--- src/mte_pkg.sv ---
// ----------------------------------------------------------------------------
// mte_pkg
// Shared types and constants for the mismatch-tolerant match extender.
// ----------------------------------------------------------------------------
package mte_pkg;

   localparam int FIELD_LEN_BITS = 24;
   localparam int BYTE_BITS      = 8;
   localparam int RUN_BITS       = 9;

   localparam logic [BYTE_BITS-1:0] TOLERANCE_RESET = 8'd8;

   localparam int COST_BASE    = 1;
   localparam int COST_PER_RUN = 2;

   typedef enum logic {
      ACTION_START = 1'b0,
      ACTION_PAIR  = 1'b1
   } action_type;

   typedef struct packed {
      action_type                action;
      logic [FIELD_LEN_BITS-1:0] init_length;
      logic [FIELD_LEN_BITS-1:0] ref_room;
      logic [FIELD_LEN_BITS-1:0] length_limit;
      logic [BYTE_BITS-1:0]      ref_byte;
      logic [BYTE_BITS-1:0]      target_byte;
   } req_type;

   typedef struct packed {
      logic                      run_valid;
      logic [FIELD_LEN_BITS-1:0] run_position;
      logic [BYTE_BITS-1:0]      run_length;
      logic                      active;
      logic [FIELD_LEN_BITS-1:0] match_length;
      logic [FIELD_LEN_BITS-1:0] code_cost;
      logic [FIELD_LEN_BITS-1:0] mismatch_total;
   } rsp_type;

   // Classified request as it travels from front to back
   typedef struct packed {
      logic                      is_start;
      logic                      bytes_equal;
      logic [FIELD_LEN_BITS-1:0] init_length;
      logic [FIELD_LEN_BITS-1:0] ref_room;
      logic [FIELD_LEN_BITS-1:0] length_limit;
   } entry_type;

endpackage

--- src/mte_front.sv ---
// ----------------------------------------------------------------------------
// mte_front
// Accepts requests, classifies them (start or byte pair, pair match) and
// holds the classified entry until the queue takes it.
// ----------------------------------------------------------------------------
module mte_front
   import mte_pkg::*;
(
   input  logic      clock,
   input  logic      reset,
   input  logic      req_valid,
   output logic      req_stall,
   input  req_type   req_payload,
   output logic      ent_valid,
   input  logic      ent_ready,
   output entry_type ent_data
);

   logic      valid_ff, valid_in;
   entry_type entry_ff;
   entry_type entry_in;
   logic      load;

   assign req_stall = valid_ff && !ent_ready;
   assign load      = req_valid && !req_stall;

   always_comb begin
      entry_in.is_start     = (req_payload.action == ACTION_START);
      entry_in.bytes_equal  = (req_payload.ref_byte == req_payload.target_byte);
      entry_in.init_length  = req_payload.init_length;
      entry_in.ref_room     = req_payload.ref_room;
      entry_in.length_limit = req_payload.length_limit;
   end

   always_comb begin
      if (load) begin
         valid_in = 1'b1;
      end else if (ent_ready) begin
         valid_in = 1'b0;
      end else begin
         valid_in = valid_ff;
      end
   end

   always_ff @(posedge clock) begin
      if (reset) begin
         valid_ff <= 1'b0;
      end else begin
         valid_ff <= valid_in;
      end
   end

   always_ff @(posedge clock) begin
      if (load) begin
         entry_ff <= entry_in;
      end
   end

   assign ent_valid = valid_ff;
   assign ent_data  = entry_ff;

endmodule

--- src/mte_queue.sv ---
// ----------------------------------------------------------------------------
// mte_queue
// Two-entry queue between the front and the back.
// ----------------------------------------------------------------------------
module mte_queue
   import mte_pkg::*;
(
   input  logic      clock,
   input  logic      reset,
   input  logic      push_valid,
   output logic      push_ready,
   input  entry_type push_data,
   output logic      pop_valid,
   input  logic      pop_ready,
   output entry_type pop_data
);

   entry_type  slot_ff [2];
   logic       wr_ptr_ff, wr_ptr_in;
   logic       rd_ptr_ff, rd_ptr_in;
   logic [1:0] count_ff, count_in;
   logic       push, pop;

   assign push_ready = (count_ff != 2'd2);
   assign pop_valid  = (count_ff != 2'd0);
   assign push       = push_valid && push_ready;
   assign pop        = pop_valid && pop_ready;
   assign pop_data   = slot_ff[rd_ptr_ff];

   always_comb begin
      wr_ptr_in = push ? ~wr_ptr_ff : wr_ptr_ff;
      rd_ptr_in = pop ? ~rd_ptr_ff : rd_ptr_ff;
      count_in  = count_ff;
      if (push && !pop) begin
         count_in = count_ff + 2'd1;
      end else if (pop && !push) begin
         count_in = count_ff - 2'd1;
      end
   end

   always_ff @(posedge clock) begin
      if (reset) begin
         wr_ptr_ff <= 1'b0;
         rd_ptr_ff <= 1'b0;
         count_ff  <= 2'd0;
      end else begin
         wr_ptr_ff <= wr_ptr_in;
         rd_ptr_ff <= rd_ptr_in;
         count_ff  <= count_in;
      end
   end

   always_ff @(posedge clock) begin
      if (push) begin
         slot_ff[wr_ptr_ff] <= push_data;
      end
   end

`ifndef ASSERT_OFF
   a_count_range: assert property (@(posedge clock) disable iff (reset)
      count_ff != 2'd3)
      else $error("queue count out of range");
`endif

endmodule

--- src/mte_back.sv ---
// ----------------------------------------------------------------------------
// mte_back
// Carries out classified requests on the running match counters and
// registers one response per request.
// ----------------------------------------------------------------------------
module mte_back
   import mte_pkg::*;
#(
   parameter int LENGTH_BITS = 24
) (
   input  logic                 clock,
   input  logic                 reset,
   input  logic                 csr_we,
   input  logic [BYTE_BITS-1:0] csr_wdata,
   input  logic                 ent_valid,
   output logic                 ent_ready,
   input  entry_type            ent_data,
   output logic                 rsp_valid,
   input  logic                 rsp_stall,
   output rsp_type              rsp_payload
);

   localparam int LB = LENGTH_BITS;
   localparam logic [LB-1:0] LEN_MASK   = {LB{1'b1}};
   localparam logic [LB-1:0] COST_START = LB'(COST_BASE);
   localparam logic [LB:0]   COST_STEP  = (LB + 1)'(COST_PER_RUN);

   logic [BYTE_BITS-1:0] max_ff;
   logic [LB-1:0]        len_ff, len_in;
   logic [RUN_BITS-1:0]  run_ff, run_in;
   logic [LB-1:0]        cost_ff, cost_in;
   logic [LB-1:0]        mis_ff, mis_in;
   logic [LB-1:0]        room_ff, room_in;
   logic [LB-1:0]        limit_ff, limit_in;
   logic                 active_ff, active_in;
   logic                 rsp_valid_ff, rsp_valid_in;
   rsp_type              rsp_ff, rsp_in;

   logic                 pop;
   logic [LB-1:0]        start_len, start_room, start_limit;
   logic [LB+23:0]       start_len_w, start_room_w, start_limit_w;
   logic [LB:0]          sum_ext;
   logic [LB:0]          cost_step;
   logic [RUN_BITS-1:0]  run_inc;
   logic                 closed;
   logic [LB-1:0]        closed_pos;
   logic [LB+23:0]       pos_w, len_w, cost_w, mis_w;

   assign pop       = ent_valid && (!rsp_valid_ff || !rsp_stall);
   assign ent_ready = !rsp_valid_ff || !rsp_stall;

   // Resize the request's length fields to the internal width
   assign start_len_w   = {{LB{1'b0}}, ent_data.init_length};
   assign start_room_w  = {{LB{1'b0}}, ent_data.ref_room};
   assign start_limit_w = {{LB{1'b0}}, ent_data.length_limit};
   assign start_len     = start_len_w[LB-1:0];
   assign start_room    = start_room_w[LB-1:0];
   assign start_limit   = start_limit_w[LB-1:0];

   // length + run + 1 covers both the folded length and the reach check
   assign sum_ext   = {1'b0, len_ff} + (LB + 1)'(run_ff) + (LB + 1)'(1);
   assign cost_step = {1'b0, cost_ff} + COST_STEP;
   assign run_inc   = run_ff + RUN_BITS'(1);

   always_comb begin
      len_in     = len_ff;
      run_in     = run_ff;
      cost_in    = cost_ff;
      mis_in     = mis_ff;
      room_in    = room_ff;
      limit_in   = limit_ff;
      active_in  = active_ff;
      closed     = 1'b0;
      closed_pos = '0;
      if (ent_data.is_start) begin
         len_in    = start_len;
         room_in   = start_room;
         limit_in  = start_limit;
         cost_in   = COST_START;
         mis_in    = '0;
         run_in    = '0;
         active_in = (start_len < start_room) && (start_len < start_limit);
      end else if (active_ff) begin
         if (ent_data.bytes_equal) begin
            if (run_ff != '0) begin
               closed     = 1'b1;
               closed_pos = len_ff;
               cost_in    = (cost_step > {1'b0, LEN_MASK}) ? LEN_MASK : cost_step[LB-1:0];
               mis_in     = mis_ff + LB'(run_ff);
            end
            len_in    = sum_ext[LB-1:0];
            run_in    = '0;
            active_in = (sum_ext[LB-1:0] < room_ff) && (sum_ext[LB-1:0] < limit_ff);
         end else begin
            run_in    = run_inc;
            active_in = (run_inc <= RUN_BITS'(max_ff))
                        && (sum_ext < {1'b0, room_ff})
                        && (len_ff < limit_ff);
         end
      end
   end

   assign pos_w  = {24'd0, closed_pos};
   assign len_w  = {24'd0, len_in};
   assign cost_w = {24'd0, cost_in};
   assign mis_w  = {24'd0, mis_in};

   always_comb begin
      rsp_in.run_valid      = closed;
      rsp_in.run_position   = pos_w[FIELD_LEN_BITS-1:0];
      rsp_in.run_length     = closed ? run_ff[BYTE_BITS-1:0] : '0;
      rsp_in.active         = active_in;
      rsp_in.match_length   = len_w[FIELD_LEN_BITS-1:0];
      rsp_in.code_cost      = cost_w[FIELD_LEN_BITS-1:0];
      rsp_in.mismatch_total = mis_w[FIELD_LEN_BITS-1:0];
   end

   always_comb begin
      if (pop) begin
         rsp_valid_in = 1'b1;
      end else if (!rsp_stall) begin
         rsp_valid_in = 1'b0;
      end else begin
         rsp_valid_in = rsp_valid_ff;
      end
   end

   always_ff @(posedge clock) begin
      if (reset) begin
         max_ff       <= TOLERANCE_RESET;
         len_ff       <= '0;
         run_ff       <= '0;
         cost_ff      <= COST_START;
         mis_ff       <= '0;
         room_ff      <= '0;
         limit_ff     <= '0;
         active_ff    <= 1'b0;
         rsp_valid_ff <= 1'b0;
      end else begin
         if (csr_we) begin
            max_ff <= csr_wdata;
         end
         if (pop) begin
            len_ff    <= len_in;
            run_ff    <= run_in;
            cost_ff   <= cost_in;
            mis_ff    <= mis_in;
            room_ff   <= room_in;
            limit_ff  <= limit_in;
            active_ff <= active_in;
         end
         rsp_valid_ff <= rsp_valid_in;
      end
   end

   always_ff @(posedge clock) begin
      if (pop) begin
         rsp_ff <= rsp_in;
      end
   end

   assign rsp_valid   = rsp_valid_ff;
   assign rsp_payload = rsp_ff;

`ifndef ASSERT_OFF
   a_active_below_limit: assert property (@(posedge clock) disable iff (reset)
      active_ff |-> (len_ff < limit_ff))
      else $error("active match at or beyond its length limit");

   a_cost_nonzero: assert property (@(posedge clock) disable iff (reset)
      cost_ff != '0)
      else $error("code cost dropped to zero");

   a_closed_run_len: assert property (@(posedge clock) disable iff (reset)
      (rsp_valid_ff && rsp_ff.run_valid) |-> (rsp_ff.run_length != '0))
      else $error("closed mismatch run reported with zero length");
`endif

endmodule

--- src/mismatch_tolerant_match_extender_top.sv ---
// ----------------------------------------------------------------------------
// mismatch_tolerant_match_extender_top
// Grows one candidate match byte pair by byte pair, tolerating short runs of
// mismatching bytes.
// ----------------------------------------------------------------------------
// Request channel (req_valid / req_stall / req_payload): a start request
// loads start length, reference room and length limit, sets the cost to 1 and
// clears the mismatch counter; a pair request delivers one aligned byte pair.
// Response channel (rsp_valid / rsp_stall / rsp_payload): exactly one
// response per request, in request order, with any closed mismatch run and
// the running match status.
// csr_we / csr_wdata write the mismatch run tolerance; write it only while idle.
// A response passes the front register, the two-entry queue and the response
// register in the back end. Throughput is one request per cycle while the
// response channel does not stall; the back end updates its counters for
// each request as it pops it. A stalled response holds the back end; the
// queue and the front register then fill and req_stall rises. Reset is
// synchronous: it empties the pipeline, sets the run tolerance to 8, cost to
// 1 and the match inactive.
// ----------------------------------------------------------------------------
module mismatch_tolerant_match_extender_top
   import mte_pkg::*;
#(
   parameter int LENGTH_BITS = 24
) (
   input  logic                 clock,
   input  logic                 reset,
   input  logic                 req_valid,
   output logic                 req_stall,
   input  req_type              req_payload,
   output logic                 rsp_valid,
   input  logic                 rsp_stall,
   output rsp_type              rsp_payload,
   input  logic                 csr_we,
   input  logic [BYTE_BITS-1:0] csr_wdata
);

   logic      front_valid, front_ready;
   entry_type front_data;
   logic      queue_valid, queue_ready;
   entry_type queue_data;

   mte_front u_front (
      .clock       (clock),
      .reset       (reset),
      .req_valid   (req_valid),
      .req_stall   (req_stall),
      .req_payload (req_payload),
      .ent_valid   (front_valid),
      .ent_ready   (front_ready),
      .ent_data    (front_data)
   );

   mte_queue u_queue (
      .clock      (clock),
      .reset      (reset),
      .push_valid (front_valid),
      .push_ready (front_ready),
      .push_data  (front_data),
      .pop_valid  (queue_valid),
      .pop_ready  (queue_ready),
      .pop_data   (queue_data)
   );

   mte_back #(
      .LENGTH_BITS (LENGTH_BITS)
   ) u_back (
      .clock       (clock),
      .reset       (reset),
      .csr_we      (csr_we),
      .csr_wdata   (csr_wdata),
      .ent_valid   (queue_valid),
      .ent_ready   (queue_ready),
      .ent_data    (queue_data),
      .rsp_valid   (rsp_valid),
      .rsp_stall   (rsp_stall),
      .rsp_payload (rsp_payload)
   );

endmodule

--- config.mk ---
export PLATFORM = sky130hd
export DESIGN_NAME = mismatch_tolerant_match_extender_top
export DESIGN_NICKNAME = d
export VERILOG_FILES = /design/src/mte_pkg.sv /design/src/mte_front.sv /design/src/mte_queue.sv /design/src/mte_back.sv /design/src/mismatch_tolerant_match_extender_top.sv
export SDC_FILE = /design/constraint.sdc
export NUM_CORES = 1
export LEC_CHECK = 0
export BUFFER_PORTS_ARGS = -buffer_cell sky130_fd_sc_hd__buf_2
export CAP_MARGIN = 20
export CORE_MARGIN = 5
export CORE_UTILIZATION = 25
export CTS_BUF_LIST = sky130_fd_sc_hd__clkbuf_8 sky130_fd_sc_hd__clkbuf_16
export DETAILED_ROUTE_END_ITERATION = 12
export PLACE_DENSITY = 0.43
export SLEW_MARGIN = 25
export SYNTH_ARGS = -nofsm -noshare
export SYNTH_HDL_FRONTEND = slang
export SYNTH_HIERARCHICAL = 1
export SYNTH_SLANG_ARGS = --single-unit
--- constraint.sdc ---
create_clock -name clock -period 4.2 [get_ports clock]
set_input_delay 0.21 -clock clock [delete_from_list [all_inputs] [get_ports clock]]
set_output_delay 0.21 -clock clock [all_outputs]
set_load 0.005 [all_outputs]
* Word-level counts from Yosys, hierarchy flattened
Memories as Yosys holds them, arrays and structs flattened. A register that Yosys moved wholly into a read port is not among the register bits.
Cells that the tools add are included.
** Operators by class
- Reduce and logical (&&, ||, !) cells :: 25
- Magnitude comparators :: 8
- Add/sub/neg operators :: 7
- Bitwise operators :: 6
- Equality and inequality tests :: 3
- Multiplexer cells :: 32
** Operator list (count)
- 24-bit 2-to-1 mux :: 12
- 24-bit < comparator :: 5
- 9-bit 2-to-1 mux :: 3
- 24-bit by 2-bit adder with 25-bit output (second input constant) :: 1
- 24-bit by 9-bit adder with 25-bit output :: 1
- 25-bit by 1-bit adder with 25-bit output (second input constant) :: 1
- 25-bit by 24-bit greater-than comparator with 1-bit output (second input constant) :: 1
- 25-bit by 24-bit < comparator with 1-bit output :: 1
- 24-bit by 9-bit adder with 24-bit output :: 1
- 1-bit 2-to-1 mux :: 15
- 1-bit logical AND :: 10
- 9-bit by 1-bit adder with 9-bit output (second input constant) :: 1
- 9-bit by 8-bit less-or-equal comparator with 1-bit output :: 1
- 9-bit nonzero test :: 1
- 8-bit equality test :: 1
- 2-bit nonzero test :: 4
- 1-bit zero test :: 6
- 1-bit NOT :: 6
- 2-bit 2-to-1 mux :: 2
- 2-bit AND reduction :: 2
- 4-bit OR reduction :: 1
- 2-bit by 1-bit adder with 2-bit output (second input constant) :: 1
- 2-bit by 1-bit inequality test with 1-bit output (second input constant) :: 1
- 2-bit inequality test (second input constant) :: 1
- other kinds (2) :: 2
** Word-level totals
- Bits of input ports :: 102
- Logic and storage cells :: 107
- Bits in writable memories :: 148
- Memories :: 1
- Output and inout port bits :: 108
- Flip-flop bits (word level) :: 324
** Memories
- u_queue.slot_ff :: words 2, width 74, rd ports 1, clocked after Yosys merged registers in 1, wr ports 1, RTL line mte_queue.sv:18 : entry_type slot_ff [2];

* Logic depth before layout (Yosys ltp)
- Depth in word-level cells :: 8
- Gate-level depth with buffers :: 20
- Depth with buffers taken out :: 19

* Cells and area by module
The synthesis kept the hierarchy.
** By module, submodules not included
- mte_back :: sequential area each 5965.7 µm², times used 1, area each 15140.8 µm², cells an instance 1748
- mte_queue :: sequential area each 4544.4 µm², times used 1, area each 5580.4 µm², cells an instance 254
- mte_front :: sequential area each 2242.2 µm², times used 1, area each 2353.5 µm², cells an instance 91

* Least setup slack after synthesis
OpenSTA, ideal clock, no wires.
- Path kind :: flip-flop to flip-flop
- Start :: reg u_queue.count_ff[0]
- End :: reg u_front.entry_ff (netlist bit u_front/ent_data[0]), enable pin
- Arrival time :: 4.066 ns
- Period minus slack after synthesis :: 4.582 ns
- Setup time :: 0.516 ns
- Cell stages (with the launch flop) :: 4
- Data required time :: 3.684 ns
- Buffers on the path :: 0
- Path slack :: -0.382 ns
- Cell sequence :: dfxtp_1 nand2b_1 and2b_1 nor2b_1
** Between the ends
- Longest elaborated chain between the ends :: 5
** Ends and longest elaborated chain
- start: declaration :: RTL line mte_queue.sv:21 : logic [1:0] count_ff, count_in;
- start signal: assignment :: RTL line mte_queue.sv:49 : count_ff <= count_in;
- 2-bit inequality test :: RTL line mte_queue.sv:24 : assign push_ready = (count_ff != 2'd2);
- via front_ready :: RTL line mismatch_tolerant_match_extender_top.sv:38 : logic front_valid, front_ready;
- 1-bit zero test :: RTL line mte_front.sv:24 : assign req_stall = valid_ff && !ent_ready;
- 1-bit logical AND :: RTL line mte_front.sv:24
- via req_stall :: RTL line mismatch_tolerant_match_extender_top.sv:29 : output logic req_stall,
- 1-bit zero test :: RTL line mte_front.sv:25 : assign load = req_valid && !req_stall;
- 1-bit logical AND :: RTL line mte_front.sv:25
- via u_front.load :: RTL line mte_front.sv:22 : logic load;
- end signal: assignment :: RTL line mte_front.sv:55 : entry_ff <= entry_in;
- end: declaration :: RTL line mte_front.sv:20 : entry_type entry_ff;
The timed path passes the listed nets, and every way through them passes these cells.
A chain may end at the register's enable or synchronous reset.

* Worst setup path after layout
- Start :: reg u_back.len_ff[0]
- End :: reg u_back.rsp_ff (netlist bit u_back/rsp_payload[72]), data pin
** Between the ends
- Longest elaborated chain between the ends :: 8
- Elaborated cells on any way between the ends :: 12
- Classes of those cells :: 2 x add/sub; 4 x order compare; 3 x mux; 3 x reduce/logical
** Ends and longest elaborated chain
- start: declaration :: RTL line mte_back.sv:29 : logic [LB-1:0] len_ff, len_in;
- start signal: assignment :: RTL line mte_back.sv:144 : len_ff <= len_in;
- 24-bit by 9-bit adder with 25-bit output :: RTL line mte_back.sv:61 : assign sum_ext = {1'b0, len_ff} + (LB + 1)'(run_ff) + (LB + 1)'(1);
- 25-bit by 1-bit adder with 25-bit output :: RTL line mte_back.sv:61
- 25-bit by 24-bit < comparator with 1-bit output :: RTL line mte_back.sv:97 : && (sum_ext < {1'b0, room_ff})
- 1-bit logical AND :: RTL line mte_back.sv:97
- 1-bit logical AND :: RTL line mte_back.sv:98 : && (len_ff < limit_ff);
- 1-bit 2-to-1 mux * :: RTL line mte_back.sv:84 : if (ent_data.bytes_equal) begin
- 1-bit 2-to-1 mux * :: RTL line mte_back.sv:83 : end else if (active_ff) begin
- 1-bit 2-to-1 mux * :: RTL line mte_back.sv:75 : if (ent_data.is_start) begin
- via u_back.active_in :: RTL line mte_back.sv:35 : logic active_ff, active_in;
- end signal: assignment :: RTL line mte_back.sv:158 : rsp_ff <= rsp_in;
- end: declaration :: RTL line mte_back.sv:37 : rsp_type rsp_ff, rsp_in;
The timed path passes the listed nets; every way through them passes the cells marked *.

==> metrics.txt <==
# TYPE chip_impl_metric gauge
chip_impl_metric{name="power_per_cell_area",unit="nW/um^2"} 577
chip_impl_metric{name="synth_seq_area_share",unit="%"} 55.3
chip_impl_metric{name="fin_crit",unit="ns"} 3.96
chip_impl_metric{name="vias_in_the_first_global_route",unit=""} 17149
chip_impl_metric{name="overall_die_height",unit="um"} 314
chip_impl_metric{name="yosys_register_bits",unit=""} 473
chip_impl_metric{name="clk_pin_slew",unit="ns"} 0.07
chip_impl_info{name="worstReg2RegStart",value="u_back/len_ff[0]"} 1
chip_impl_info{name="mostFrequentLayoutCell",value="edfxtp_1"} 1
chip_impl_info{name="layout_common_cells",value="edfxtp_1, nand2_1, buf_2"} 1
chip_impl_metric{name="synth_cell_types",unit=""} 79
chip_impl_metric{name="row_count",unit=""} 111
chip_impl_metric{name="syn_nets",unit=""} 2343
chip_impl_metric{name="ctsHtreeMaxLevel",unit=""} 2
chip_impl_info{name="timing.rr.end",value="u_back/rsp_payload[72]"} 1
chip_impl_metric{name="tightest_slew",unit="ns"} 0.957
chip_impl_metric{name="cp_data_required_time",unit="ns"} 4.58
chip_impl_metric{name="layout-area-overhead-vs-synth",unit="%"} 25.5
chip_impl_metric{name="clock_insertion_delay_at_the_later_pin_of_the_skew_report",unit="ns"} 0.64
chip_impl_info{name="worst_setup_path_startpoint",value="u_back/len_ff[0]"} 1
chip_impl_info{name="clock_tree.root_cell",value="clkbuf_16"} 1
chip_impl_metric{name="routedWlPerCell",unit="um"} 19.7
chip_impl_metric{name="netlist_instances",unit=""} 2093
chip_impl_metric{name="worst_slew_margin_rel",unit="%"} 36.0
chip_impl_metric{name="final-setup-viol-count",unit=""} 0
chip_impl_metric{name="synth_edf_count",unit=""} 328
chip_impl_metric{name="grt_overflow_total",unit=""} 0
chip_impl_info{name="worst_hold_startpoint",value="req_payload[29]"} 1
chip_impl_metric{name="clock_sinks",unit=""} 473
chip_impl_metric{name="die_width",unit="um"} 314
chip_impl_metric{name="detail_route.first_pass.iterations",unit=""} 7
chip_impl_metric{name="share_of_final_layout_standard_cells_stronger_than_drive_strength_1",unit="%"} 20.4
chip_impl_metric{name="grt_max_degree",unit=""} 75
chip_impl_metric{name="timing.final.crit_share",unit="%"} 94.4
chip_impl_info{name="worstSetupPathType",value="reg2reg"} 1
chip_impl_metric{name="worstPathArrival",unit="ns"} 4.34
chip_impl_metric{name="first_iter_violations",unit=""} 1022
chip_impl_metric{name="routability_cong",unit=""} 0.859
chip_impl_metric{name="route.detailed.vias_per_inst",unit=""} 4.71
chip_impl_metric{name="num_io_pins",unit=""} 210
chip_impl_metric{name="clock_buffers_created_by_tritoncts",unit=""} 56
chip_impl_metric{name="drc_violations",unit=""} 0
chip_impl_metric{name="fin_nets",unit=""} 2680
chip_impl_metric{name="drv.max_cap_violation_count",unit=""} 0
chip_impl_metric{name="dp_slack",unit="ns"} -0.0951
chip_impl_metric{name="number_of_i_o_port_buffers",unit=""} 209
chip_impl_metric{name="coreArea",unit="sq um"} 91700
chip_impl_info{name="run_status",value="finished clean"} 1
chip_impl_info{name="min-delay-path-class",value="in2reg"} 1
chip_impl_metric{name="netlist_area",unit="sq um"} 23100
chip_impl_metric{name="floorplan.die_area",unit="sq um"} 98500
chip_impl_metric{name="whs_path_depth",unit=""} 2
chip_impl_metric{name="area_used_by_sequential_logic_in_the_layout",unit="sq um"} 12800
chip_impl_metric{name="final.setup_skew",unit="ns"} 0.0394
chip_impl_metric{name="grt_pass1_wl",unit="um"} 109000
chip_impl_metric{name="total_power",unit="mW"} 16.7
chip_impl_metric{name="fmaxAchievable",unit="MHz"} 252
chip_impl_info{name="tritoncts",value="built"} 1
chip_impl_metric{name="floorplan.initialDensity",unit="%"} 25.2
chip_impl_metric{name="clock_path_buffers",unit=""} 3
chip_impl_metric{name="grt_use_total",unit="%"} 14.3
chip_impl_metric{name="initial_antenna_violation_count",unit=""} 1
chip_impl_info{name="critPathCaptureType",value="flop"} 1
chip_impl_metric{name="cp_max_fo",unit=""} 4
chip_impl_metric{name="final-hold-violation-count",unit=""} 0
chip_impl_info{name="rsz_0062_raised_after_global_routing",value="false"} 1
chip_impl_info{name="critical_path.startpoint_type",value="flop"} 1
chip_impl_metric{name="ff2ff_path_depth",unit=""} 19
chip_impl_metric{name="syn-mean-instance-area",unit="sq um"} 11.0
chip_impl_metric{name="static-leakage-power",unit="nW"} 11.0
chip_impl_metric{name="detailedPlacementHpwl",unit="um"} 52900
chip_impl_metric{name="synth.yosys.warnings",unit=""} 6
chip_impl_metric{name="filler_cell_count",unit=""} 9352
chip_impl_metric{name="drt_wirelength",unit="um"} 72300
chip_impl_info{name="timing.hold.worst_endpoint",value="u_front/ent_data[13]"} 1
chip_impl_metric{name="route.vias.total",unit=""} 17241
chip_impl_metric{name="timing.final.max_slew_violations",unit=""} 0
chip_impl_metric{name="setup_slack_on_the_worst_flop_to_flop_path",unit="ns"} 0.24
chip_impl_metric{name="post-route-worst-setup-slack",unit="ns"} 0.237
chip_impl_metric{name="asyncSetResetFlopFracSynth",unit="%"} 0
chip_impl_metric{name="detail-route-antenna-nets",unit=""} 0
chip_impl_metric{name="ir_worst_vdd",unit="uV"} 329
chip_impl_metric{name="area_taken_by_multi_input_logic_gates",unit="sq um"} 9510
chip_impl_info{name="ys_dominant_reg_cell",value="edfxtp_1"} 1
metrics by stage:
stage          utilization, %  hold slack [ns]  instance area (sq um)  TNS (ns)  cells
4_1_cts                  31.5            0.252                  28800         0   3661
6_report                 31.6            0.301                  29000         0   3664
2_1_floorplan               -            0.279                  23100         0   2093
3_3_place_gp             28.1            0.386                  25800         0   3452
5_1_grt                  31.6            0.272                  29000         0   3664
3_5_place_dp             28.1            0.388                  25800   -0.0951   3452
report_power, final:
part	total (mW)	leakage (nW)	internal, mW	switching (mW)
combinational	5.05	5.74	1.90	3.15
sequential	6.40	4.30	5.97	0.428
clock	5.28	0.982	3.23	2.05
total	16.7	11.0	11.1	5.63
how the worst max path moves through the flow:
stage,endpoint,cells past startpoint
2_1_floorplan,u_back/rsp_payload[72],19
3_3_place_gp,u_back/rsp_payload[72],19
3_5_place_dp,u_back/rsp_payload[72],19
4_1_cts,u_back/rsp_payload[72],19
5_1_grt,u_back/rsp_payload[72],19
6_report,u_back/rsp_payload[72],19
worst max-delay path: stages, from the launching register on:
cell and delay, ns:
dfxtp_1 0.35, inv_1 0.08, ha_2 0.21, fa_2 0.39, nor2b_4 0.14, o31a_1 0.16
nand2b_4 0.14, a41o_4 0.24, nand2_4 0.08, nor2_2 0.14, xor2_2 0.10, ha_1 0.30
nand2_1 0.11, nor3_4 0.18, buf_4 0.14, nand2_1 0.06, or3_1 0.35, a31oi_1 0.19
nor4_2 0.06, or2_2 0.29
cell usage after synthesis (32+ instances only):
cell / instances / area share [%]
nor2_1: 136 / 2.2
a21oi_1: 146 / 3.2
a21o_1: 38 / 1.2
inv_1: 125 / 2.0
clkbuf_1: 84 / 1.4
edfxtp_1: 328 / 43
nand2_1: 234 / 3.8
nor3_1: 46 / 1.0
xnor2_1: 46 / 1.7
nand3_1: 42 / 0.91
ha_1: 146 / 7.9
nand4_1: 32 / 0.87
dfxtp_1: 145 / 13
and3_1: 47 / 1.3
o21ai_0: 93 / 2.0
mux2_2: 75 / 3.7
cells by family (layout without fill, tap and decap cells):
kind of cell / after synthesis / after routing / share of synthesized area, %
AOI/OAI and AO/OA: 452 / 452 / 12.5
xor gates and xnor gates: 76 / 76 / 2.88
adders and majority gates: 148 / 148 / 8.09
buffers and inverters: 236 / 620 / 4.18
DFF: 473 / 473 / 55.3
muxes: 87 / 87 / 4.18
other: 0 / 1 / 0
and+or+nand+nor: 621 / 621 / 12.9
state kept, by name (all words and copies together) (netlist names), named ones only:
name / cells
u_queue/slot_ff: 148
u_back/rsp_payload: 106
u_front/ent_data: 74
u_back/cost_ff: 24
u_back/len_ff: 24
u_back/limit_ff: 24
u_back/mis_ff: 24
u_back/room_ff: 24
u_back/run_ff: 9
u_back/max_ff: 8
u_queue/count_ff: 2
u_back/active_ff: 1
u_back/rsp_valid: 1
u_front/ent_valid: 1
u_queue/rd_ptr_ff: 1
u_queue/wr_ptr_ff: 1
metal layers:
metal	part of all wire [%]	wire [um]	up-vias	track usage [%]
li1	-	-	8347	-
met5	0	0	-	0
met3	4.5	3240	88	2.11
met2	47	33700	411	23.3
met1	47	33900	8395	20.1
met4	2.0	1460	0	3.26
layout make-up:
class                   instances  area share [%]
diodes                          1         0.00864
clock buffers                  60            5.11
clock inverters                45            1.87
inverters                     125            1.64
multi-input cells            1384            32.8
flip-flops and latches        473            44.0
well taps                    1186            5.12
repair buffers                390            9.40
repair_timing:
item | 4_1_cts | 5_1_grt
hold buffers | 104 | 0
buffers inserted | 0 | 2
gates resized for setup | 3 | 25
pin swaps | 0 | 11
setup endpoints to repair | 1 | 2
endpoints found under the hold margin | 92 | 0
No activity file was read; power rests on OpenSTA's default activity.
